==> src/rtl/mg_pkg.sv <==
package mg_pkg;

  localparam int unsigned ROUNDS = 32;
  localparam int unsigned KEY_WORDS = 8;
  localparam int unsigned ROT = 11;
  localparam int unsigned WORD_W = 32;
  localparam int unsigned INDEX_W = $clog2(KEY_WORDS);
  localparam int unsigned FIRST_REVERSED = 24;

  typedef logic [WORD_W-1:0] word_t;

  typedef struct packed {
    logic  command;
    word_t block_high;
    word_t block_low;
  } req_t;

  typedef struct packed {
    word_t result_high;
    word_t result_low;
  } res_t;

  // One pipeline stage: the Feistel halves after a round, with the command.
  typedef struct packed {
    logic  valid;
    logic  command;
    word_t a1;
    word_t a0;
  } stage_t;

  localparam logic CMD_ENCRYPT = 1'b0;
  localparam logic CMD_DECRYPT = 1'b1;

  localparam word_t KEY_RESET [KEY_WORDS] = '{
    32'hFFEEDDCC, 32'hBBAA9988, 32'h77665544, 32'h33221100,
    32'hF0F1F2F3, 32'hF4F5F6F7, 32'hF8F9FAFB, 32'hFCFDFEFF
  };

  localparam logic [3:0] SBOX [8][16] = '{
    '{4'd12, 4'd4, 4'd6, 4'd2, 4'd10, 4'd5, 4'd11, 4'd9,
      4'd14, 4'd8, 4'd13, 4'd7, 4'd0, 4'd3, 4'd15, 4'd1},
    '{4'd6, 4'd8, 4'd2, 4'd3, 4'd9, 4'd10, 4'd5, 4'd12,
      4'd1, 4'd14, 4'd4, 4'd7, 4'd11, 4'd13, 4'd0, 4'd15},
    '{4'd11, 4'd3, 4'd5, 4'd8, 4'd2, 4'd15, 4'd10, 4'd13,
      4'd14, 4'd1, 4'd7, 4'd4, 4'd12, 4'd9, 4'd6, 4'd0},
    '{4'd12, 4'd8, 4'd2, 4'd1, 4'd13, 4'd4, 4'd15, 4'd6,
      4'd7, 4'd0, 4'd10, 4'd5, 4'd3, 4'd14, 4'd9, 4'd11},
    '{4'd7, 4'd15, 4'd5, 4'd10, 4'd8, 4'd1, 4'd6, 4'd13,
      4'd0, 4'd9, 4'd3, 4'd14, 4'd11, 4'd4, 4'd2, 4'd12},
    '{4'd5, 4'd13, 4'd15, 4'd6, 4'd9, 4'd2, 4'd12, 4'd10,
      4'd11, 4'd7, 4'd8, 4'd1, 4'd4, 4'd3, 4'd14, 4'd0},
    '{4'd8, 4'd14, 4'd2, 4'd5, 4'd6, 4'd9, 4'd1, 4'd12,
      4'd15, 4'd4, 4'd11, 4'd0, 4'd13, 4'd10, 4'd3, 4'd7},
    '{4'd1, 4'd7, 4'd14, 4'd13, 4'd0, 4'd5, 4'd8, 4'd3,
      4'd4, 4'd15, 4'd10, 4'd6, 4'd9, 4'd12, 4'd11, 4'd2}
  };

  // Nibble 0 is the least significant and uses the first S-box.
  function automatic word_t subst(input word_t x);
    word_t r;
    r = '0;
    for (int i = 0; i < 8; i++) begin
      r[4*i +: 4] = SBOX[i][x[4*i +: 4]];
    end
    return r;
  endfunction

  // Key word used by a round: 0..7 three times, then 7..0; decryption
  // walks the same schedule backwards.
  function automatic logic [INDEX_W-1:0] key_index(input int unsigned round,
                                                  input logic command);
    int unsigned r;
    logic [INDEX_W-1:0] low;
    r = (command == CMD_DECRYPT) ? (ROUNDS - 1 - round) : round;
    low = r[INDEX_W-1:0];
    return (r < FIRST_REVERSED) ? low : ~low;
  endfunction

endpackage

==> src/rtl/mg_round.sv <==
module mg_round (
  input  logic            clk,
  input  logic            rst,
  input  logic            en,
  input  mg_pkg::stage_t  prev,
  input  mg_pkg::word_t   rkey,
  output mg_pkg::stage_t  next
);

  logic          valid;
  logic          command;
  mg_pkg::word_t a1;
  mg_pkg::word_t a0;
  mg_pkg::word_t sum;
  mg_pkg::word_t sub;
  mg_pkg::word_t rot;

  always_comb begin
    sum = prev.a0 + rkey;
    sub = mg_pkg::subst(sum);
    rot = {sub[mg_pkg::WORD_W-mg_pkg::ROT-1:0],
           sub[mg_pkg::WORD_W-1:mg_pkg::WORD_W-mg_pkg::ROT]};
  end

  always_ff @(posedge clk) begin
    if (rst) begin
      valid <= 1'b0;
    end else if (en) begin
      valid <= prev.valid;
    end
  end

  always_ff @(posedge clk) begin
    if (en) begin
      command <= prev.command;
      a1      <= prev.a0;
      a0      <= rot ^ prev.a1;
    end
  end

  assign next = '{valid: valid, command: command, a1: a1, a0: a0};

endmodule

==> config.mk <==
export PLATFORM = sky130hd
export DESIGN_NAME = mg_round
export DESIGN_NICKNAME = d
export VERILOG_FILES = /design/src/rtl/mg_pkg.sv /design/src/rtl/mg_round.sv
export SDC_FILE = /design/constraint.sdc
export NUM_CORES = 1
export LEC_CHECK = 0
export BUFFER_PORTS_ARGS = -buffer_cell sky130_fd_sc_hd__buf_2
export CAP_MARGIN = 20
export CELL_PAD_IN_SITES_DETAIL_PLACEMENT = 0
export CELL_PAD_IN_SITES_GLOBAL_PLACEMENT = 2
export CORE_ASPECT_RATIO = 0.7
export CORE_UTILIZATION = 29
export DETAILED_ROUTE_END_ITERATION = 7
export GPL_TIMING_DRIVEN = 0
export PLACE_DENSITY = 0.74
export SLEW_MARGIN = 10
export SYNTH_ARGS = -nofsm -noshare
export SYNTH_HDL_FRONTEND = slang
export SYNTH_SLANG_ARGS = --single-unit
==> constraint.sdc <==
create_clock -name clk -period 4.1 [get_ports clk]
set_input_delay 0.82 -clock clk [delete_from_list [all_inputs] [get_ports clk]]
set_output_delay 0.82 -clock clk [all_outputs]
set_load 0.05 [all_outputs]
==> impl_metrics.yaml, run 1 <==
timing:
  setup_tns_ns: 0
  setup-violations-final: 0
  grt_setup_unrepaired: "yes"
  max_slew_margin_pct: 42.5
  fin_skew_ns: 0
  fmax_mhz: 253
  fin_crit_sh_pct: 96.3
  layout_min_cycle_time_ns: 3.95
  maxSlewViolCount: 0
  whs_ns: 0.515
  final_hold_viol_count: 0
  worstMarginPinSlew_ns: 0.863
finish:
  final_nets: 867
  stdcell_area_um2: 7070
  drive_gt1_share_pct: 33.5
  fill_cells: 1872
  syn_to_final_growth_pct: 27.4
synth:
  yosysSeqAreaShare_pct: 35.5
  synth_top_cell_area_share_pct: 35.2
  postSynthCellCount: 519
  yosysWarnings: 0
  ys_top_cells_by_area: "edfxtp_1 35%, ha_1 15%, xnor2_1 6.0%"
  synth_cell_types: 66
  yosysTopAreaCell: "edfxtp_1"
  synth_edf_count: 65
  synthesis.area_um2: 5550
  ys.flop_type: "edfxtp_1"
  synth_fp_nets: 689
  async_flop_share_pct: 0
  avgSynthCellArea_um2: 10.7
  synth.ff_latch_count: 66
clock_network:
  h-tree-depth: 3
  cts_buffer_depth: 2
  path_clk_slew_ns: 0.05
  clkLatencyLatePin_ns: 0.34
  numCtsBuffers: 9
  clock-sinks: 66
  root_buffer: "clkbuf_16"
  cts_tree: "built"
grt:
  grt_pass1_vias: 4531
  grt_first_pass_wirelength_um: 23600
  overflow: 0
  grt_max_degree: 67
  antenna_found_initial: 2
  track_usage_pct: 15.3
run:
  max_cap_violations: 0
setup_path:
  end_kind: "flop"
  worstPathRequired_ns: 4.18
  critical_path_class: "in2reg"
  crit_fanout: 10
  worstPathArrival_ns: 4.03
  start_kind: "primary input"
floorplanning:
  die_h_um: 118
  ios: 167
  die_area_um2: 19700
  dieWidth_um: 167
  initial_core_util_pct: 30.2
  rows: 41
  coreArea_um2: 18400
route:
  wl_um: 14700
  first_pass_iters: 4
  vias: 4605
  drcViolationCount: 0
  drtIter0Drc: 249
  ant_nets: 0
  avgRoutedWirePerCell_um: 15.7
  routed_via_density: 4.90
power_and_ir_drop:
  p_leak_nw: 3.14
  combPwrFrac_pct: 50.0
  pwr-share-seq_pct: 28.0
  power.density_nw_per_um2: 481
  swShare_pct: 41.5
  p_int_mw: 1.99
  peakVddDrop_mv: 0.194
  p_clk_share_pct: 22.1
  power.switching_mw: 1.41
place:
  port_buffers: 166
  placed_cell_area_um2: 6680
  gp_congestion: 0.816
  hpwl_um: 11800
worst_hold_path:
  hold_class: "reg2reg"
status:
  outcome: "finished clean"
-- cell usage after synthesis, drive strengths merged (11+ instances only) --
cell type,count
a211oi,11
a21o,12
a21oi,38
edfxtp,65
ha,68
inv,34
mux2i,18
nand2,24
nand3,12
nor2,31
o21ai,26
xnor2,39
xor2,25
-- sequential cells by signal (all words and copies together) (netlist names) --
signal and flops:
a0 32, a1 32, command 1, valid 1
-- power groups by stage --
stage / clock [mW] / combinational, mW / sequential (mW)
finish: 0.751 / 1.70 / 0.950
detailed placement: 0 / 1.67 / 0.964
CTS: 0.778 / 1.69 / 0.953
global route: 0.801 / 1.85 / 0.965
global placement: 0 / 1.62 / 0.959
floorplan: 0 / 0.834 / 1.41
-- per-stage QoR --
stage / total power, mW / utilization (%) / std cells / worst slack (ns)
floorplan: 2.25 / - / 519 / 0.00793
detailed placement: 2.63 / 36.4 / 921 / -0.822
global route: 3.61 / 38.5 / 938 / -0.0247
finish: 3.40 / 38.5 / 939 / 0.153
global placement: 2.58 / 36.3 / 921 / -0.694
CTS: 3.42 / 38.1 / 937 / 0.0164
-- final cells by class --
class,instances,area [um^2],area share [%]
clock inverters,3,40.0,0.566
inverters,34,128,1.81
diodes,1,2.50,0.0354
multi-input cells,407,3460,49.0
plain buffers,9,62.6,0.885
repair buffers,170,863,12.2
flip-flops and latches,66,1970,27.9
well taps,236,295,4.18
clock buffers,13,240,3.40
-- metal layers --
metal	GRT usage [%]	up-vias	part of all wire (%)
met5	0	-	0.068
met4	4.36	2	1.3
met3	3.77	15	6.5
met2	23.0	131	42
met1	21.5	2175	50
li1	-	2282	-
-- worst max-delay path: stages --
cell	delay [ns]
buf_2	0.12
ha_1	0.27
clkbuf_4	0.20
nand3_1	0.14
or4_2	0.67
a211oi_2	0.25
mux2_4	0.34
a2111oi_4	0.36
buf_6	0.19
xor2_1	0.18
mux2i_1	0.20
o21ai_1	0.12
xor2_1	0.16
-- layout by cell type, fill, tap and decap left out, types with 3 or more instances in the layout --
cell type and n:
and2_1 6, ha_1 68, nand2b_1 3, nand2_1 23, nor3b_1 3, a21o_1 12, a211oi_1 7, mux4_2 9
nor3_1 6, clkbuf_1 6, nor2_1 31, a31oi_1 4, and3_1 6, a211oi_2 4, and2b_2 3, o21a_1 4
mux2_2 6, inv_1 34, buf_2 166, clkbuf_16 9, o21bai_1 6, o21ai_0 22, nand3_1 11, buf_4 7
xnor2_1 34, o211ai_1 9, mux2i_1 18, a21oi_1 37, edfxtp_1 65, xnor2_2 4, nand4_1 3, xor2_1 24
-- path summary, 6_finish.rpt --
check,startpoint,endpoint,slack (ns),cells after the start
worst max-delay path,prev[23],a0[4]$_DFFE_PP_,0.15,13
worst min-delay path,valid$_SDFFE_PP0P_,valid$_SDFFE_PP0P_,0.51,2
worst max register to register,valid$_SDFFE_PP0P_,valid$_SDFFE_PP0P_,3.51,2
worst min register to register,valid$_SDFFE_PP0P_,valid$_SDFFE_PP0P_,0.51,2
-- cell families after synthesis --
kind of cell,synth area share [%]
AOI/OAI and AO/OA,16.5
and+or+nand+nor,9.86
adders and majority gates,15.7
DFF,35.5
xor gates and xnor gates,10.4
buffers and inverters,3.59
muxes,8.39
-- timing repair --
action | CTS | global route
setup endpoints to repair | 11 | 15
resized for setup | 7 | 10
hold buffers | 0 | 0
pin swaps | 0 | 2
buffers inserted | 0 | 4
No activity file was read; power rests on OpenSTA's default activity.
==> run 2: changes to the inputs <==
Settings changed: ABC_AREA from default to 1, CORE_UTILIZATION 29 to 27, PLACE_DENSITY 0.74 to 0.75.
==> impl_metrics.yaml, run 2 <==
status:
  outcome: "finished clean"
route:
  avgRoutedWirePerCell_um: 12.8
  drtIter0Drc: 257
  first_pass_iters: 4
  wl_um: 17500
  ant_nets: 0
  drcViolationCount: 0
  routed_via_density: 4.17
  vias: 5673
setup_path:
  worstPathArrival_ns: 3.61
  critPathCapture: "a0[24]$_DFFE_PP_"
  crit_fanout: 6
  start_kind: "primary input"
  end_kind: "flop"
  r2r-start: "valid$_SDFFE_PP0P_"
  rr_endpoint: "valid$_SDFFE_PP0P_"
  worstPathRequired_ns: 4.22
  critical_path_class: "in2reg"
  r2r_setup_slack_ns: 3.52
  r2r_cells: 2
  startpoint: "prev[0]"
worst_hold_path:
  hold_start: "valid$_SDFFE_PP0P_"
  hold_class: "reg2reg"
  hold_depth: 2
floorplanning:
  coreArea_um2: 22700
  dieWidth_um: 184
  die_h_um: 129
  rows: 46
  ios: 167
  die_area_um2: 23800
  initial_core_util_pct: 27.6
synth:
  synth_fp_nets: 1036
  avgSynthCellArea_um2: 7.23
  yosysTopAreaCell: "edfxtp_1"
  yosysWarnings: 0
  postSynthCellCount: 866
  synth.ff_latch_count: 66
  yosysSeqAreaShare_pct: 31.5
  synth_top_cell_area_share_pct: 31.2
  ys_top_cells_by_area: "edfxtp_1 31%, nand2_1 19%, ha_1 14%"
  synth_cell_types: 39
  yosysMostFrequentCell: "nand2_1"
  synthesis.area_um2: 6260
  synthTopCellsByCount: "312 x nand2_1, 137 x inv_1, 68 x ha_1"
  ys.flop_type: "edfxtp_1"
  async_flop_share_pct: 0
  synth_edf_count: 65
grt:
  track_usage_pct: 15.3
  overflow: 0
  grt_pass1_vias: 5258
  grt_max_degree: 37
  antenna_found_initial: 0
  grt_first_pass_wirelength_um: 27500
place:
  hpwl_um: 14700
  placed_cell_area_um2: 7500
  gp_congestion: 0.795
  port_buffers: 166
power_and_ir_drop:
  power.density_nw_per_um2: 423
  peakVddDrop_mv: 0.229
  p_leak_nw: 4.16
clock_network:
  clkLatencyLatePin_ns: 0.35
  path_clk_slew_ns: 0.06
  post_cts_buffers: 0
  h-tree-depth: 3
  numCtsBuffers: 9
  cts-hold-fix-buffers: 0
  root_buffer: "clkbuf_16"
  cts_resized: 0
  cts_tree: "built"
  clock-sinks: 66
  cts_buffer_depth: 2
timing:
  worstMarginPinSlew_ns: 0.503
  fin_crit_sh_pct: 85.3
  layout_min_cycle_time_ns: 3.50
  grt_setup_unrepaired: "no"
  max_slew_margin_pct: 66.2
  setup-violations-final: 0
  final_hold_viol_count: 0
  fin_skew_ns: 0
  setup_tns_ns: 0
  maxSlewViolCount: 0
  fmax_mhz: 286
finish:
  syn_to_final_growth_pct: 25.0
  stdcell_area_um2: 7820
  final_nets: 1214
  fill_cells: 2488
  drive_gt1_share_pct: 23.7
  final_cell_mix: "312 x nand2_1, 165 x buf_2, 137 x inv_1"
  layout_commonest_cell: "nand2_1"
  top_regs: "a0 x32, a1 x32"
run:
  max_cap_violations: 0
-- run 2: cell count changes after synthesis, sizes merged, moves of 12 or more --
cell and change:
a21oi -14, nand3 +36, nand2 +317, a21o -12, nor2 +26, inv +114, xnor2 -26, mux2i -17
-- run 2: cell type report --
| cell class | count | area (um^2) | share of cell area (%) |
|---|---|---|---|
| clock buffer | 9 | 225 | 2.88 |
| timing repair buffer | 167 | 853 | 10.9 |
| multi-input combinational | 649 | 3710 | 47.4 |
| buffer | 3 | 26.3 | 0.336 |
| antenna | 1 | 2.50 | 0.0320 |
| sequential | 66 | 1970 | 25.2 |
| inverter | 148 | 556 | 7.10 |
| clock inverter | 7 | 92.6 | 1.18 |
| tap | 312 | 390 | 4.99 |
-- run 2: through the flow --
step           instances  hold slack (ns)  power (mW)  worst slack, ns  util (%)
2_1_floorplan        866            0.462        2.11            0.799         -
3_3_place_gp        1344            0.482        2.48            0.251      33.0
3_5_place_dp        1345            0.496        2.48            0.203      33.1
4_1_cts             1361            0.507        3.36            0.589      34.5
5_1_grt             1361            0.542        3.57            0.368      34.5
6_report            1362            0.500        3.31            0.604      34.5
-- run 2: report_power, final --
part / leakage [nW] / internal [mW] / switching, mW / total (mW)
Combinational: 3.37 / 0.461 / 1.09 / 1.55
Sequential: 0.644 / 0.886 / 0.0210 / 0.907
Clock: 0.149 / 0.530 / 0.321 / 0.852
Total: 4.16 / 1.88 / 1.44 / 3.31
-- run 2: worst min-delay path by stage --
stage / to / slack [ns]
6_report: valid$_SDFFE_PP0P_ / 0.50
5_1_grt: valid$_SDFFE_PP0P_ / 0.54
4_1_cts: valid$_SDFFE_PP0P_ / 0.51
3_5_place_dp: valid$_SDFFE_PP0P_ / 0.50
3_3_place_gp: valid$_SDFFE_PP0P_ / 0.48
2_1_floorplan: valid$_SDFFE_PP0P_ / 0.46
-- run 2: cell families after synthesis --
kind of cell | count (synthesis) | synth area share [%]
adder cells (fa/ha/maj) | 69 | 13.9
AND/OR/NAND/NOR | 465 | 31.8
XOR/XNOR | 35 | 5.92
buffers and inverters | 151 | 9.29
flip-flops | 66 | 31.5
multiplexers | 1 | 0.160
AO/OA/AOI/OAI | 79 | 7.44
-- run 2: critical path, stage by stage --
cell      delay, ns
buf_2          0.09
ha_1           0.21
inv_1          0.07
fa_1           0.41
inv_1          0.14
nand3_1        0.10
nand2_2        0.12
nand2_1        0.08
nand2_2        0.11
nand2_1        0.08
nand2_2        0.11
xor2_2         0.29
inv_1          0.14
ha_1           0.19
or2_2          0.31
o211ai_2       0.17
nand2_1        0.07
nand2_1        0.06
nand2_1        0.04
-- run 2: routing by layer --
layer	vias to the layer above	part of all wire [%]	track usage (%)
li1	3087	-	-
met2	136	34	19.1
met1	2436	58	24.4
met4	0	1.4	4.71
met5	-	0	0
met3	14	6.0	4.16
==> run 3: changes to the inputs <==
Settings changed: RECOVER_POWER from default to 100.
==> impl_metrics.yaml, run 3 (synthesis results as in run 2) <==
place:
  port_buffers: 166
  hpwl_um: 14700
  gp_congestion: 0.795
  dpl.cell_count: 1345
  placed_cell_area_um2: 7500
setup_path:
  r2r_setup_slack_ns: 3.51
  critical_path_class: "in2reg"
  rr_endpoint: "valid$_SDFFE_PP0P_"
  r2r-start: "valid$_SDFFE_PP0P_"
  start_kind: "primary input"
  startpoint: "prev[0]"
  crit_fanout: 6
  r2r_cells: 2
  end_kind: "flop"
  worstPathArrival_ns: 3.73
  worstPathRequired_ns: 4.21
  critPathCapture: "a0[24]$_DFFE_PP_"
grt:
  track_usage_pct: 15.3
  antenna_found_initial: 0
  overflow: 0
  grt_max_degree: 37
  grt_pass1_vias: 5258
  grt_first_pass_wirelength_um: 27500
timing:
  whs_ns: 0.501
  final_hold_viol_count: 0
  worstMarginPinSlew_ns: 1.83
  layout_min_cycle_time_ns: 3.62
  max_slew_margin_pct: -21.8
  fmax_mhz: 276
  setup-violations-final: 0
  fin_skew_ns: 0
  fin_crit_sh_pct: 88.3
  setup_tns_ns: 0
  maxSlewViolCount: 32
  grt_setup_unrepaired: "no"
power_and_ir_drop:
  p_leak_nw: 3.88
  power.density_nw_per_um2: 427
  peakVddDrop_mv: 0.226
  power_mw: 3.27
finish:
  syn_to_final_growth_pct: 22.4
  final_nets: 1214
  stdcell_area_um2: 7660
  layout_commonest_cell: "nand2_1"
  layoutNonFillerInstCount: 1362
  top_regs: "a0 x32, a1 x32"
  drive_gt1_share_pct: 13.6
  final_cell_mix: "315 x nand2_1, 140 x inv_1, 98 x clkbuf_1"
clock_network:
  cts_resized: 0
  root_buffer: "clkbuf_16"
  path_clk_slew_ns: 0.06
  cts-hold-fix-buffers: 0
  clock-sinks: 66
  post_cts_buffers: 0
  h-tree-depth: 3
  clkLatencyLatePin_ns: 0.35
  cts_buffer_depth: 2
  numCtsBuffers: 9
  cts_tree: "built"
floorplanning:
  ios: 167
  die_h_um: 129
  dieWidth_um: 184
  coreArea_um2: 22700
  die_area_um2: 23800
  initial_core_util_pct: 27.6
  rows: 46
route:
  routed_via_density: 4.16
  avgRoutedWirePerCell_um: 12.8
  vias: 5667
  wl_um: 17500
  drcViolationCount: 0
  first_pass_iters: 5
  ant_nets: 0
  drtIter0Drc: 242
worst_hold_path:
  hold_class: "reg2reg"
status:
  violations: "capacitance limit, slew limit"
  outcome: "finished with violations"
run:
  max_cap_violations: 1
## run 3: changes by cell type in the layout (fill, tap and decap cells not counted), moves of 3 or more
cell / previous run / this run
buf_2: 165 / 68
clkbuf_1: 0 / 98
nand2_1: 312 / 315
nand2_2: 28 / 25
o21ai_1: 11 / 7
inv_1: 137 / 140
o21ai_0: 20 / 24
inv_2: 11 / 8
## run 3: worst max-delay path, stage by stage
cell and delay, ns:
clkbuf_1 0.10, ha_1 0.22, inv_1 0.07, fa_1 0.41, inv_1 0.13, nand3_1 0.08
nand2_1 0.16, nand2_1 0.08, nand2_1 0.18, nand2_1 0.09, nand2_2 0.12, xor2_2 0.29
inv_1 0.14, ha_1 0.19, or2_2 0.31, o211ai_2 0.17, nand2_1 0.07, nand2_1 0.06
nand2_1 0.04
## run 3: how the worst min path moves through the flow
stage / to / startpoint / slack (ns) / cells after the start
detailed placement: valid$_SDFFE_PP0P_ / valid$_SDFFE_PP0P_ / 0.50 / 2
floorplan: valid$_SDFFE_PP0P_ / valid$_SDFFE_PP0P_ / 0.46 / 2
global route: valid$_SDFFE_PP0P_ / valid$_SDFFE_PP0P_ / 0.54 / 2
global placement: valid$_SDFFE_PP0P_ / valid$_SDFFE_PP0P_ / 0.48 / 2
finish: valid$_SDFFE_PP0P_ / valid$_SDFFE_PP0P_ / 0.50 / 2
CTS: valid$_SDFFE_PP0P_ / valid$_SDFFE_PP0P_ / 0.51 / 2
## run 3: layout make-up
cell class | count | area (um^2)
Antenna cell | 1 | 2.50
Sequential cell | 66 | 1970
Clock inverter | 7 | 92.6
Inverter | 148 | 556
Tap cell | 312 | 390
Multi-Input combinational cell | 649 | 3690
Clock buffer | 9 | 225
Timing Repair Buffer | 167 | 713
Buffer | 3 | 26.3
Fill cell | 2522 | 15000
## run 3: routing by layer
layer | track usage, % | part of all wire (%) | vias to the layer above
met2 | 19.1 | 35 | 144
met1 | 24.4 | 58 | 2430
met3 | 4.16 | 6.3 | 7
met5 | 0 | 0 | -
met4 | 4.71 | 0.96 | 0
li1 | - | - | 3086
## run 3: power by group
group	switching (mW)	internal (mW)	total [mW]	leakage, nW
combinational	1.09	0.422	1.51	3.09
sequential	0.0240	0.887	0.911	0.644
clock	0.316	0.531	0.847	0.149
total	1.43	1.84	3.27	3.88
## run 3: metrics by stage
step	util, %	setup slack [ns]
after global routing	33.8	0.206
after global placement	33.0	0.251
after detailed placement	33.1	0.203
after CTS	34.5	0.589
after floorplan	-	0.799
final	33.8	0.481
