$ cat config.mk
export PLATFORM = sky130hd
export DESIGN_NAME = mg_outbuf_flat
export DESIGN_NICKNAME = d
export VERILOG_FILES = /design/src/rtl/mg_pkg.sv /design/src/rtl/mg_stream_if.sv /design/src/rtl/mg_outbuf.sv /design/src/flat_wrapper.sv
export SDC_FILE = /design/constraint.sdc
export NUM_CORES = 1
export LEC_CHECK = 0
export BUFFER_PORTS_ARGS = -buffer_cell sky130_fd_sc_hd__buf_2
export CORE_AREA = 2 2 39 41
export DETAILED_ROUTE_END_ITERATION = 10
export DIE_AREA = 0 0 41 43
export HOLD_SLACK_MARGIN = 0.08
export PLACE_DENSITY = 0.69
export SLEW_MARGIN = 20
export SYNTH_ARGS = -nofsm -noshare
export SYNTH_HDL_FRONTEND = slang
export SYNTH_SLANG_ARGS = --single-unit
$ cat constraint.sdc
create_clock -name clk -period 1.6 [get_ports clk]
set_input_delay 0.08 -clock clk [delete_from_list [all_inputs] [get_ports clk]]
set_output_delay 0.08 -clock clk [all_outputs]
set_load 0.03 [all_outputs]
$ cat src/rtl/mg_pkg.sv
package mg_pkg;

  localparam int unsigned ROUNDS = 32;
  localparam int unsigned KEY_WORDS = 8;
  localparam int unsigned ROT = 11;
  localparam int unsigned WORD_W = 32;
  localparam int unsigned INDEX_W = $clog2(KEY_WORDS);
  localparam int unsigned FIRST_REVERSED = 24;

  typedef logic [WORD_W-1:0] word_t;

  typedef struct packed {
    logic  command;
    word_t block_high;
    word_t block_low;
  } req_t;

  typedef struct packed {
    word_t result_high;
    word_t result_low;
  } res_t;

  // One pipeline stage: the Feistel halves after a round, with the command.
  typedef struct packed {
    logic  valid;
    logic  command;
    word_t a1;
    word_t a0;
  } stage_t;

  localparam logic CMD_ENCRYPT = 1'b0;
  localparam logic CMD_DECRYPT = 1'b1;

  localparam word_t KEY_RESET [KEY_WORDS] = '{
    32'hFFEEDDCC, 32'hBBAA9988, 32'h77665544, 32'h33221100,
    32'hF0F1F2F3, 32'hF4F5F6F7, 32'hF8F9FAFB, 32'hFCFDFEFF
  };

  localparam logic [3:0] SBOX [8][16] = '{
    '{4'd12, 4'd4, 4'd6, 4'd2, 4'd10, 4'd5, 4'd11, 4'd9,
      4'd14, 4'd8, 4'd13, 4'd7, 4'd0, 4'd3, 4'd15, 4'd1},
    '{4'd6, 4'd8, 4'd2, 4'd3, 4'd9, 4'd10, 4'd5, 4'd12,
      4'd1, 4'd14, 4'd4, 4'd7, 4'd11, 4'd13, 4'd0, 4'd15},
    '{4'd11, 4'd3, 4'd5, 4'd8, 4'd2, 4'd15, 4'd10, 4'd13,
      4'd14, 4'd1, 4'd7, 4'd4, 4'd12, 4'd9, 4'd6, 4'd0},
    '{4'd12, 4'd8, 4'd2, 4'd1, 4'd13, 4'd4, 4'd15, 4'd6,
      4'd7, 4'd0, 4'd10, 4'd5, 4'd3, 4'd14, 4'd9, 4'd11},
    '{4'd7, 4'd15, 4'd5, 4'd10, 4'd8, 4'd1, 4'd6, 4'd13,
      4'd0, 4'd9, 4'd3, 4'd14, 4'd11, 4'd4, 4'd2, 4'd12},
    '{4'd5, 4'd13, 4'd15, 4'd6, 4'd9, 4'd2, 4'd12, 4'd10,
      4'd11, 4'd7, 4'd8, 4'd1, 4'd4, 4'd3, 4'd14, 4'd0},
    '{4'd8, 4'd14, 4'd2, 4'd5, 4'd6, 4'd9, 4'd1, 4'd12,
      4'd15, 4'd4, 4'd11, 4'd0, 4'd13, 4'd10, 4'd3, 4'd7},
    '{4'd1, 4'd7, 4'd14, 4'd13, 4'd0, 4'd5, 4'd8, 4'd3,
      4'd4, 4'd15, 4'd10, 4'd6, 4'd9, 4'd12, 4'd11, 4'd2}
  };

  // Nibble 0 is the least significant and uses the first S-box.
  function automatic word_t subst(input word_t x);
    word_t r;
    r = '0;
    for (int i = 0; i < 8; i++) begin
      r[4*i +: 4] = SBOX[i][x[4*i +: 4]];
    end
    return r;
  endfunction

  // Key word used by a round: 0..7 three times, then 7..0; decryption
  // walks the same schedule backwards.
  function automatic logic [INDEX_W-1:0] key_index(input int unsigned round,
                                                  input logic command);
    int unsigned r;
    logic [INDEX_W-1:0] low;
    r = (command == CMD_DECRYPT) ? (ROUNDS - 1 - round) : round;
    low = r[INDEX_W-1:0];
    return (r < FIRST_REVERSED) ? low : ~low;
  endfunction

endpackage

$ cat src/rtl/mg_stream_if.sv
interface mg_stream_if #(parameter type payload_t = logic);
  logic     valid;
  logic     ready;
  payload_t payload;

  modport source (output valid, output payload, input ready);
  modport sink (input valid, input payload, output ready);
endinterface

$ cat src/rtl/mg_outbuf.sv
module mg_outbuf (
  input  logic           clk,
  input  logic           rst,
  input  mg_pkg::stage_t last,
  output logic           en,
  output logic           skid_full,
  mg_stream_if.source    response
);

  logic          out_valid;
  mg_pkg::res_t  out_data;
  logic          skid_valid;
  mg_pkg::res_t  skid_data;
  mg_pkg::res_t  last_res;

  // The output block is the halves swapped after the last round.
  assign last_res = '{result_high: last.a0, result_low: last.a1};

  // The pipeline moves only while the skid register is empty.
  assign en = !skid_valid;
  assign skid_full = skid_valid;

  always_ff @(posedge clk) begin
    if (rst) begin
      out_valid  <= 1'b0;
      skid_valid <= 1'b0;
    end else if (skid_valid) begin
      if (response.ready) begin
        skid_valid <= 1'b0;
      end
    end else begin
      if (!out_valid || response.ready) begin
        out_valid <= last.valid;
      end else if (last.valid) begin
        skid_valid <= 1'b1;
      end
    end
  end

  always_ff @(posedge clk) begin
    if (skid_valid) begin
      if (response.ready) begin
        out_data <= skid_data;
      end
    end else begin
      if (!out_valid || response.ready) begin
        out_data <= last_res;
      end else begin
        skid_data <= last_res;
      end
    end
  end

  assign response.valid   = out_valid;
  assign response.payload = out_data;

endmodule

$ cat src/flat_wrapper.sv
// flat-port wrapper written by rule: the top's interface ports become plain ports
module mg_outbuf_flat 
  (clk, rst, last, en, skid_full, response_valid, response_payload, response_ready);
  mg_stream_if response_i ();
  input  logic clk;
  input  logic rst;
  input  mg_pkg::stage_t last;
  output logic en;
  output logic skid_full;
  output wire logic [$bits(response_i.valid)-1:0] response_valid;
  output wire logic [$bits(response_i.payload)-1:0] response_payload;
  input wire logic [$bits(response_i.ready)-1:0] response_ready;
  assign response_valid = response_i.valid;
  assign response_payload = response_i.payload;
  assign response_i.ready = response_ready;
  mg_outbuf u_core (.clk(clk), .rst(rst), .last(last), .en(en), .skid_full(skid_full), .response(response_i));
endmodule
==> reports/metrics.cfg, run 1 <==
[synth]
synthSimpleGateAreaFrac_pct=14.8
synthFlopType=edfxtp_1
yosysSeqAreaShare_pct=59.3
synth_nets=83
yosys_register_bits=4
syn_avg_cell_area_um2=12.1
synth_edf_count=2
yosys-top-cells-count=dfxtp_1 (2), edfxtp_1 (2), inv_1 (2)
syn_area_um2=169
synth_area_leaders=edfxtp_1 (36%), dfxtp_1 (24%), mux2_4 (8.9%), o32ai_1 (5.2%), inv_1 (4.4%)
synthDistinctLibCells=11
synth_fa_ha_area_share_pct=0
synth_top_cell_by_area=edfxtp_1
yosys_warnings=0
synthXorXnorAreaFrac_pct=0
netlist_instances=14
synth_compound_area_share_pct=12.6
synth_mux_area_share_pct=8.89
synthArstFlopShare_pct=0
synth_top_family_by_area=simple AND/OR/NAND/NOR gates
yosysTopAreaCellShare_pct=35.6

[run]
cap_viol_max_count=0

[grt]
grtUsageTotal_pct=5.32
grt-ovfl-total=0
grt_pass1_vias=135
antenna_found_initial=0
grt_pass1_wl_um=496
grt_max_degree=9

[floorplan]
die_h_um=43
die_area_um2=1760
die-width_um=41
design.core.area_um2=1380
rows=14
io_pins=73
start_util_pct=12.2

[finish]
area_delta_synth_final_pct=68.9
diodes=0
stdcell_area_um2=285
stdcell_count=45
utilization_pct=20.6
drive_gt1_share_pct=41.4
nets=99

[clock_network]
htree_levels=1
cts_root_buf=clkbuf_4
cts.clk_slew.worst_paths_ns=0.04
cts_setup_buffers=0
numCtsBuffers=3
tritoncts=done
cts_num_sinks=4
clock_latency_ns=0.24
clock_path_buffers=2

[power]
pwr_density_cell_nw_per_um2=1060
power_mw=0.304
ir_worst_vdd_uv=157
p_leak_nw=0.125

[routing]
viasPerCell=3.47
first_pass_iters=2
dr.first_iter.drc_count=2
antenna_left=0
routed_wl_um=372
vias=156
drc=0
routedWlPerCell_um=8.27

[sta]
tightest_slew_ns=0.272
fin_crit_sh_pct=80.6
layout_setup_ws_ns=0.311
timing.fmax_mhz=776
rsz0062_at_grt=false
slew_headroom_pct=81.8
hold_viol=0
skew_ns=0.00836
setup_violations=0
fin_crit_ns=1.29
fin_tns_setup_ns=0
drv_slew=0
whs_ns=0.120

[place]
hpwlAfterDp_um=257
dpl-instance-area_um2=229
io_buffers=8
globalplace.congestion=0.480
dp_slack_ns=0.563
dp.cells=38

[min_path]
holdPathStages=3
hold_path.class=in2reg
worstHoldStart=last[65]
holdPathEnd=u_core.response.valid

[setup_path]
r2r_slack_ns=0.31
cp_max_fo=8
r2r-start=u_core.skid_full
cp-start-kind=flop
arrival_ns=1.46
crit_type=reg2reg
rr_worst_depth=3
setup.worst_path.end_class=flop
crit_required_ns=1.78
r2r_end=u_core.skid_full

[run_status]
status=finished, final reports clean

-- worst max-delay path by stage --
| stage | startpoint | endpoint | slack, ns | cells after the start |
|---|---|---|---|---|
| floorplan | u_core.skid_full | u_core.response.payload | 0.42 | 1 |
| global placement | u_core.skid_full | u_core.response.payload | 0.57 | 1 |
| detailed placement | u_core.skid_full | u_core.response.payload | 0.56 | 1 |
| CTS | u_core.skid_full | u_core.skid_full | 0.33 | 3 |
| global route | u_core.skid_full | u_core.skid_full | 0.25 | 3 |
| finish | u_core.skid_full | u_core.skid_full | 0.31 | 3 |
-- critical path, cell delays in order (launching register included) --
cell and delay, ns:
dfxtp_1 0.46, a21oi_1 0.07, nor3_1 0.13, dlygate4sd3_1 0.57
-- cell usage in the layout (no fill, tap or decap) --
master         Yosys  final
nand2b_1           1      1
o32ai_1            1      1
nor2b_1            1      1
buf_2              0      8
dfxtp_1            2      2
clkbuf_4           0      3
edfxtp_1           2      2
a21oi_1            1      1
dlygate4sd3_1      0      3
nor3_1             1      1
nor3b_1            1      1
inv_1              2      2
o21bai_1           1      1
mux2_4             1      1
clkbuf_1           0      1
-- area by class of cell --
cell class                      count  area, um2
Timing Repair Buffer               11       70.1
Sequential cell                     4        100
Fill cell                         152       1100
Inverter                            2       7.51
Multi-Input combinational cell      8       61.3
Clock buffer                        4       26.3
Tap cell                           16       20.0
-- per-layer routing --
| layer | global-route usage (%) | part of all wire (%) | vias to the layer above |
|---|---|---|---|
| met5 | 0 | 0 | - |
| met4 | 10.0 | 0 | 0 |
| met3 | 3.14 | 9.1 | 0 |
| met2 | 5.63 | 43 | 8 |
| met1 | 4.49 | 48 | 66 |
| li1 | - | - | 82 |
-- report_power, final --
group	total (mW)	internal, mW	switching, mW
registers	0.120	0.115	0.00501
logic	0.0402	0.0191	0.0212
clock network	0.144	0.0941	0.0496
total	0.304	0.228	0.0757
-- kinds of logic after synthesis --
group | count (synthesis)
multiplexers | 1
AND/OR/NAND/NOR | 4
buffers and inverters | 2
AO/OA/AOI/OAI | 3
flip-flops | 4
-- registers in the layout, summed over array words and instances (netlist names) --
register / count
u_core.response.payload: 1
u_core.skid_full: 1
u_core.response.valid: 1
u_core.skid_data: 1
-- what timing repair did --
| action | CTS | global route |
|---|---|---|
| hold buffers | 3 | 0 |
| gates resized for setup | 0 | 0 |
| hold endpoints to repair | 3 | 0 |
Power figures use the tool's default switching activity.
==> inputs of run 2 (changes only) <==
--- a/config.mk
+++ b/config.mk
@@ -6,11 +6,10 @@
 export NUM_CORES = 1
 export LEC_CHECK = 0
 export BUFFER_PORTS_ARGS = -buffer_cell sky130_fd_sc_hd__buf_2
-export CORE_AREA = 2 2 39 41
+export CORE_UTILIZATION = 13
 export DETAILED_ROUTE_END_ITERATION = 10
-export DIE_AREA = 0 0 41 43
 export HOLD_SLACK_MARGIN = 0.08
-export PLACE_DENSITY = 0.69
+export PLACE_DENSITY = 0.71
 export SLEW_MARGIN = 20
 export SYNTH_ARGS = -nofsm -noshare
 export SYNTH_HDL_FRONTEND = slang
==> constraint.sdc (replaced) <==
create_clock -name clk -period 1.2 [get_ports clk]
set_input_delay 0.06 -clock clk [delete_from_list [all_inputs] [get_ports clk]]
set_output_delay 0.06 -clock clk [all_outputs]
set_load 0.03 [all_outputs]
==> run 2 against run 1 <==
Effect of this change:
- utilization increased by 4.2 points
- register-to-register slack lost 0.11 ns
- clock power is 24% higher
- non-clock buffer count grew 1
- critical endpoint is now u_core.skid_data[0]
- clock skew about the same
- worst setup slack worse by 0.22 ns
- global-route usage increased by 2.2 points
- sequential share of layout area fell by 0.15 points
- combinational power up 48%
- clock-buffer cell count down 1
- power rose by 30%
- hold slack got worse by 0.016 ns
==> reports/metrics.cfg, run 2 (synthesis gave the netlist of run 1 again) <==
[sta]
fin_tns_setup_ns=0  ; unchanged
setup_violations=0  ; unchanged
fin_crit_sh_pct=92.0
hold_viol=0  ; unchanged
drv_slew=0  ; unchanged
rsz0062_at_grt=false  ; unchanged
skew_ns=0.00834  ; was 0.00836 ns
tightest_slew_ns=0.280  ; was 0.272 ns
fin_crit_ns=1.10
slew_headroom_pct=81.3  ; was 81.8%
timing.fmax_mhz=906

[setup_path]
slowest_stage=dlygate4sd3_1  ; unchanged
cp-start-kind=primary input  ; was flop
crit_required_ns=1.12  ; was 1.78 ns
setup.worst_path.end_class=flop  ; unchanged
crit_type=in2reg  ; was reg2reg
crit_family=buffers and inverters  ; unchanged
cp_max_fo=4  ; was 8
worstPathBufferInverterCount=2  ; was 1
arrival_ns=1.02  ; was 1.46 ns
critical-path-max-stage-delay_ns=0.55  ; was 0.57 ns
crit_chain=dlygate4sd3_1 -> buf_2 -> nor3b_1  ; was a21oi_1 -> nor3_1 -> dlygate4sd3_1

[finish]
seqCellArea_um2=100  ; unchanged
stdcell_count=43  ; was 45
multi_input_area_um2=61.3  ; unchanged
area_delta_synth_final_pct=69.6  ; was 68.9%
drive_gt1_share_pct=44.8  ; was 41.4%
nets=100  ; was 99
nFillCells=122  ; was 152
final_cell_mix=buf_2 (8), clkbuf_4 (3), dlygate4sd3_1 (3)  ; unchanged
final_common_cell=buf_2  ; unchanged
diodes=0  ; unchanged

[clock_network]
tritoncts=done  ; unchanged
cts_root_buf=clkbuf_4  ; unchanged
clock_latency_ns=0.24  ; about the same
clock_path_buffers=2  ; unchanged
numCtsBuffers=3  ; unchanged
cts_setup_buffers=0  ; unchanged
cts_num_sinks=4  ; unchanged
htree_levels=1  ; unchanged
cts.clk_slew.worst_paths_ns=0.05  ; was 0.04 ns

[place]
io_buffers=8  ; unchanged
hpwlAfterDp_um=266  ; was 257 um
globalplace.congestion=0.635  ; was 0.480
dp.cells=37  ; was 38

[routing]
wl_met2_um=280  ; was 160 um
vias=161  ; was 156
first_pass_iters=4  ; was 2
dr_wl_met3_um=21  ; was 34 um
routedWlPerCell_um=11.2  ; was 8.27 um
highest_layer=met3  ; unchanged
dr.first_iter.drc_count=2  ; unchanged
viasPerCell=3.74  ; was 3.47
drc=0  ; unchanged
wl_met1_um=177  ; was 178 um
routed_wl_um=480  ; was 372 um
antenna_left=0  ; unchanged

[power]
p_int_mw=0.293  ; was 0.228 mW
p_comb_share_pct=15.0  ; was 13.2%
p_seq_share_pct=40.2  ; was 39.5%
pwr_density_cell_nw_per_um2=1380  ; was 1060 nW/um2
p_leak_nw=0.126  ; was 0.125 nW
switching_share_pct=25.9  ; was 24.9%
p_clk_share_pct=44.8  ; was 47.3%
ir_worst_vdd_uv=206  ; was 157 uV
p_switching_mw=0.103  ; was 0.0757 mW

[floorplan]
die-width_um=38.0  ; was 41 um
start_util_pct=14.6  ; was 12.2%
die_area_um2=1450  ; was 1760 um2
rows=12  ; was 14
design.core.area_um2=1160  ; was 1380 um2
io_pins=73  ; unchanged
die_h_um=38.0  ; was 43 um

[grt]
grtUsageTotal_pct=7.55  ; was 5.32%
grt-ovfl-total=0  ; unchanged
grt_pass1_vias=156  ; was 135
grt_max_degree=6  ; was 9
grt_pass1_wl_um=662  ; was 496 um
antenna_found_initial=0  ; unchanged

[run]
cap_viol_max_count=0  ; unchanged

[min_path]
hold_path.class=in2reg  ; unchanged

[run_status]
status=finished, final reports clean  ; unchanged

## run 2: layout make-up
class                           count  share of cell area (%)
Clock buffer                        3                    7.86
Inverter                            2                    2.62
Multi-Input combinational cell      8                    21.4
Sequential cell                     4                    34.9
Tap cell                           14                    6.11
Timing Repair Buffer               12                    27.1
## run 2: power groups by stage
stage | combinational, mW | sequential (mW) | clock [mW]
after floorplan | 0.0163 | 0.175 | 0
after detailed placement | 0.0499 | 0.162 | 0
after global routing | 0.0635 | 0.161 | 0.191
after global placement | 0.0497 | 0.161 | 0
final | 0.0594 | 0.159 | 0.178
after CTS | 0.0582 | 0.159 | 0.176
## run 2: final timing paths
path | start | endpoint | slack [ns] | cells after the start
worst min-delay path | last[65] | u_core.response.valid | 0.10 | 3
worst max register to register | u_core.response.valid | u_core.skid_data[0] | 0.20 | 1
worst min register to register | u_core.response.valid | u_core.response.valid | 0.54 | 2
worst max-delay path | response_ready | u_core.skid_data[0] | 0.1 | 3
## run 2: what timing repair did
item | 4_1_cts | 5_1_grt
gates resized for setup | 0 | 0
hold buffers | 3 | 0
endpoints found under the hold margin | 3 | 0
## run 2: per-layer routing
| metal | vias up | global-route usage, % |
|---|---|---|
| met5 | - | 0 |
| met4 | 0 | 8.04 |
| met3 | 0 | 1.74 |
| met2 | 5 | 13.6 |
| met1 | 75 | 6.41 |
| li1 | 81 | - |
## run 2: metrics by stage
stage          worst slack [ns]  hold slack, ns  utilization (%)  cell area (um2)  power, mW
6_report                 0.0958           0.104             24.8              287      0.396
4_1_cts                   0.165          0.0966             24.8              287      0.393
3_5_place_dp              0.250           0.252             20.2              234      0.212
3_3_place_gp              0.258           0.257             20.2              234      0.211
5_1_grt                  0.0733           0.136             24.8              287      0.415
2_1_floorplan            0.0170           0.137                -              169      0.191
==> inputs of run 3 (changes only) <==
--- a/config.mk
+++ b/config.mk
@@ -5,11 +5,13 @@
 export SDC_FILE = /design/constraint.sdc
 export NUM_CORES = 1
 export LEC_CHECK = 0
+export ABC_AREA = 1
 export BUFFER_PORTS_ARGS = -buffer_cell sky130_fd_sc_hd__buf_2
-export CORE_UTILIZATION = 13
+export CORE_AREA = 2 2 39 41
 export DETAILED_ROUTE_END_ITERATION = 10
+export DIE_AREA = 0 0 41 43
 export HOLD_SLACK_MARGIN = 0.08
-export PLACE_DENSITY = 0.71
+export PLACE_DENSITY = 0.7
 export SLEW_MARGIN = 20
 export SYNTH_ARGS = -nofsm -noshare
 export SYNTH_HDL_FRONTEND = slang
==> run 3 against run 2 <==
Effect of this change:
- design area did not move
- critical endpoint is now en
- non-clock buffer count fell by 2
- highest routed layer unchanged
- power barely moved
- largest power group unchanged
- clock skew fell by 0.0012 ns
==> reports/metrics.cfg, run 3 <==
[run_status]
status=finished, final reports clean  ; unchanged

[setup_path]
crit_type=reg2out  ; was in2reg
r2r-start=u_core.skid_full  ; was u_core.response.valid
crit_required_ns=1.14  ; was 1.12 ns
critical-path-max-stage-delay_ns=0.42  ; was 0.55 ns
cp-start-kind=flop  ; was primary input
setup.worst_path.end_class=output pin  ; was flop
crit_chain=inv_2 -> buf_2  ; was dlygate4sd3_1 -> buf_2 -> nor3b_1
setup.worst_path.start=u_core.skid_full  ; was response_ready
arrival_ns=0.93  ; was 1.02 ns
cp_max_fo=6  ; was 4
slowest_stage=dfxtp_1  ; was dlygate4sd3_1

[power]
pwr_density_cell_nw_per_um2=1380  ; about the same
ir_worst_vdd_uv=439  ; was 206 uV
power_mw=0.397  ; was 0.396 mW
p_leak_nw=0.136  ; was 0.126 nW

[grt]
grtUsageTotal_pct=5.73  ; was 7.55%
antenna_found_initial=0  ; unchanged
grt_pass1_wl_um=655  ; was 662 um
grt_max_degree=7  ; was 6
grt_pass1_vias=158  ; was 156
grt-ovfl-total=0  ; unchanged

[sta]
hold_viol=0  ; unchanged
fin_crit_sh_pct=82.4  ; was 92.0%
setup_violations=0  ; unchanged
drv_slew=0  ; unchanged
slew_headroom_pct=85.5  ; was 81.3%
layout_setup_ws_ns=0.211  ; was 0.0958 ns
skew_ns=0.00711  ; was 0.00834 ns
tightest_slew_ns=0.216  ; was 0.280 ns
rsz0062_at_grt=false  ; unchanged
fin_crit_ns=0.989  ; was 1.10 ns
whs_ns=0.0955  ; was 0.104 ns
fin_tns_setup_ns=0  ; unchanged
timing.fmax_mhz=1010  ; was 906 MHz

[clock_network]
tritoncts=done  ; unchanged
cts_root_buf=clkbuf_4  ; unchanged
clock_path_buffers=2  ; unchanged
numCtsBuffers=3  ; unchanged
clock_latency_ns=0.24  ; about the same
cts.clk_slew.worst_paths_ns=0.04  ; was 0.05 ns
htree_levels=1  ; unchanged
cts_num_sinks=4  ; unchanged

[synth]
synth_edf_count=2  ; unchanged
yosys_warnings=0  ; unchanged
synthFlopType=edfxtp_1  ; unchanged
synth_top_cell_by_area=edfxtp_1  ; unchanged
netlist_instances=21  ; was 14
synth_nets=90  ; was 83
syn_avg_cell_area_um2=8.58  ; was 12.1 um2
yosys-top-cells-count=nand2_1 (7), nand2_2 (3), dfxtp_1 (2), edfxtp_1 (2), inv_1 (2)  ; was dfxtp_1 (2), edfxtp_1 (2), inv_1 (2)
yosys_register_bits=4  ; unchanged
syn_area_um2=180  ; was 169 um2
synthDistinctLibCells=10  ; was 11
yosysMostFrequentCell=nand2_1
yosysTopAreaCellShare_pct=33.3  ; was 35.6%
synthArstFlopShare_pct=0  ; unchanged
synth_area_leaders=edfxtp_1 (33%), dfxtp_1 (22%), nand2_1 (15%), nand2_2 (10%), a21oi_2 (4.9%)  ; was edfxtp_1 (36%), dfxtp_1 (24%), mux2_4 (8.9%), o32ai_1 (5.2%), inv_1 (4.4%)
yosysSeqAreaShare_pct=55.6  ; was 59.3%

[finish]
multi_input_area_um2=68.8  ; was 61.3 um2
final_cell_mix=buf_2 (8), nand2_1 (7), nand2_2 (3), clkbuf_4 (3)  ; was buf_2 (8), clkbuf_4 (3), dlygate4sd3_1 (3)
drive_gt1_share_pct=48.6  ; was 44.8%
diodes=0  ; unchanged
seqCellArea_um2=100  ; unchanged
nFillCells=160  ; was 122
final_common_cell=buf_2  ; unchanged
nets=105  ; was 100
stdcell_area_um2=287  ; unchanged
area_delta_synth_final_pct=59.0  ; was 69.6%

[place]
dp_slack_ns=0.312  ; was 0.250 ns
io_buffers=8  ; unchanged
globalplace.congestion=0.693  ; was 0.635
dpl-instance-area_um2=240  ; was 234 um2
hpwlAfterDp_um=267  ; was 266 um

[routing]
dr.first_iter.drc_count=3  ; was 2
drc=0  ; unchanged
routedWlPerCell_um=7.37  ; was 11.2 um
antenna_left=0  ; unchanged
viasPerCell=3.33  ; was 3.74
routed_wl_um=376  ; was 480 um
vias=170  ; was 161
first_pass_iters=3  ; was 4

[floorplan]
io_pins=73  ; unchanged
start_util_pct=13.0  ; was 14.6%
die-width_um=41  ; was 38.0 um
die_h_um=43  ; was 38.0 um
design.core.area_um2=1380  ; was 1160 um2
rows=14  ; was 12
die_area_um2=1760  ; was 1450 um2

[run]
cap_viol_max_count=0  ; unchanged

[min_path]
hold_path.class=in2reg  ; unchanged
worstHoldStart=last[65]  ; unchanged

-- run 3: area by class of cell --
type	instances	area share, %
clock buffers	4	9.17
well taps	16	6.99
multi-input cells	14	24.0
flip-flops and latches	4	34.9
repair buffers	10	21.0
inverters	3	3.93
-- run 3: through the flow --
step,cells,util [%]
detailed placement,45,17.4
global placement,45,17.4
global route,51,20.7
CTS,51,20.7
finish,51,20.7
floorplan,21,-
-- run 3: cells by family (layout without fill, tap and decap cells) --
kind of cell           Yosys count  in the layout  share of synthesized area [%]
AO/OA/AOI/OAI                    2              2                           7.64
buffers and inverters            3             17                           6.25
flip-flops                       4              4                           55.6
AND/OR/NAND/NOR                 12             12                           30.6
-- run 3: final timing paths --
path                             end  slack, ns  cells after the start
min reg2reg    u_core.response.valid       0.50                      2
max                               en       0.21                      2
max reg2reg  u_core.response.payload       0.32                      1
min            u_core.response.valid        0.1                      3
-- run 3: worst max-delay path, delay by kind of cell (launching register included) --
family | cells | cell delay [ns]
flip-flops | 1 | 0.42
buffers and inverters | 2 | 0.27
-- run 3: where the power goes --
group | internal (mW) | total [mW] | switching, mW
Clock | 0.125 | 0.186 | 0.0613
Sequential | 0.152 | 0.157 | 0.00502
Combinational | 0.0212 | 0.0529 | 0.0317
-- run 3: metal layers --
metal	up-vias	track usage, %	wire, um
met5	-	0	0
met4	0	2.00	0
met3	0	4.71	32
met2	7	6.88	158
met1	72	7.42	185
li1	91	-	-
-- run 3: what timing repair did --
item	CTS	global route
resized for setup	0	0
endpoints found under the hold margin	2	0
setup endpoints to repair	0	0
setup buffers	0	0
hold buffers	2	0
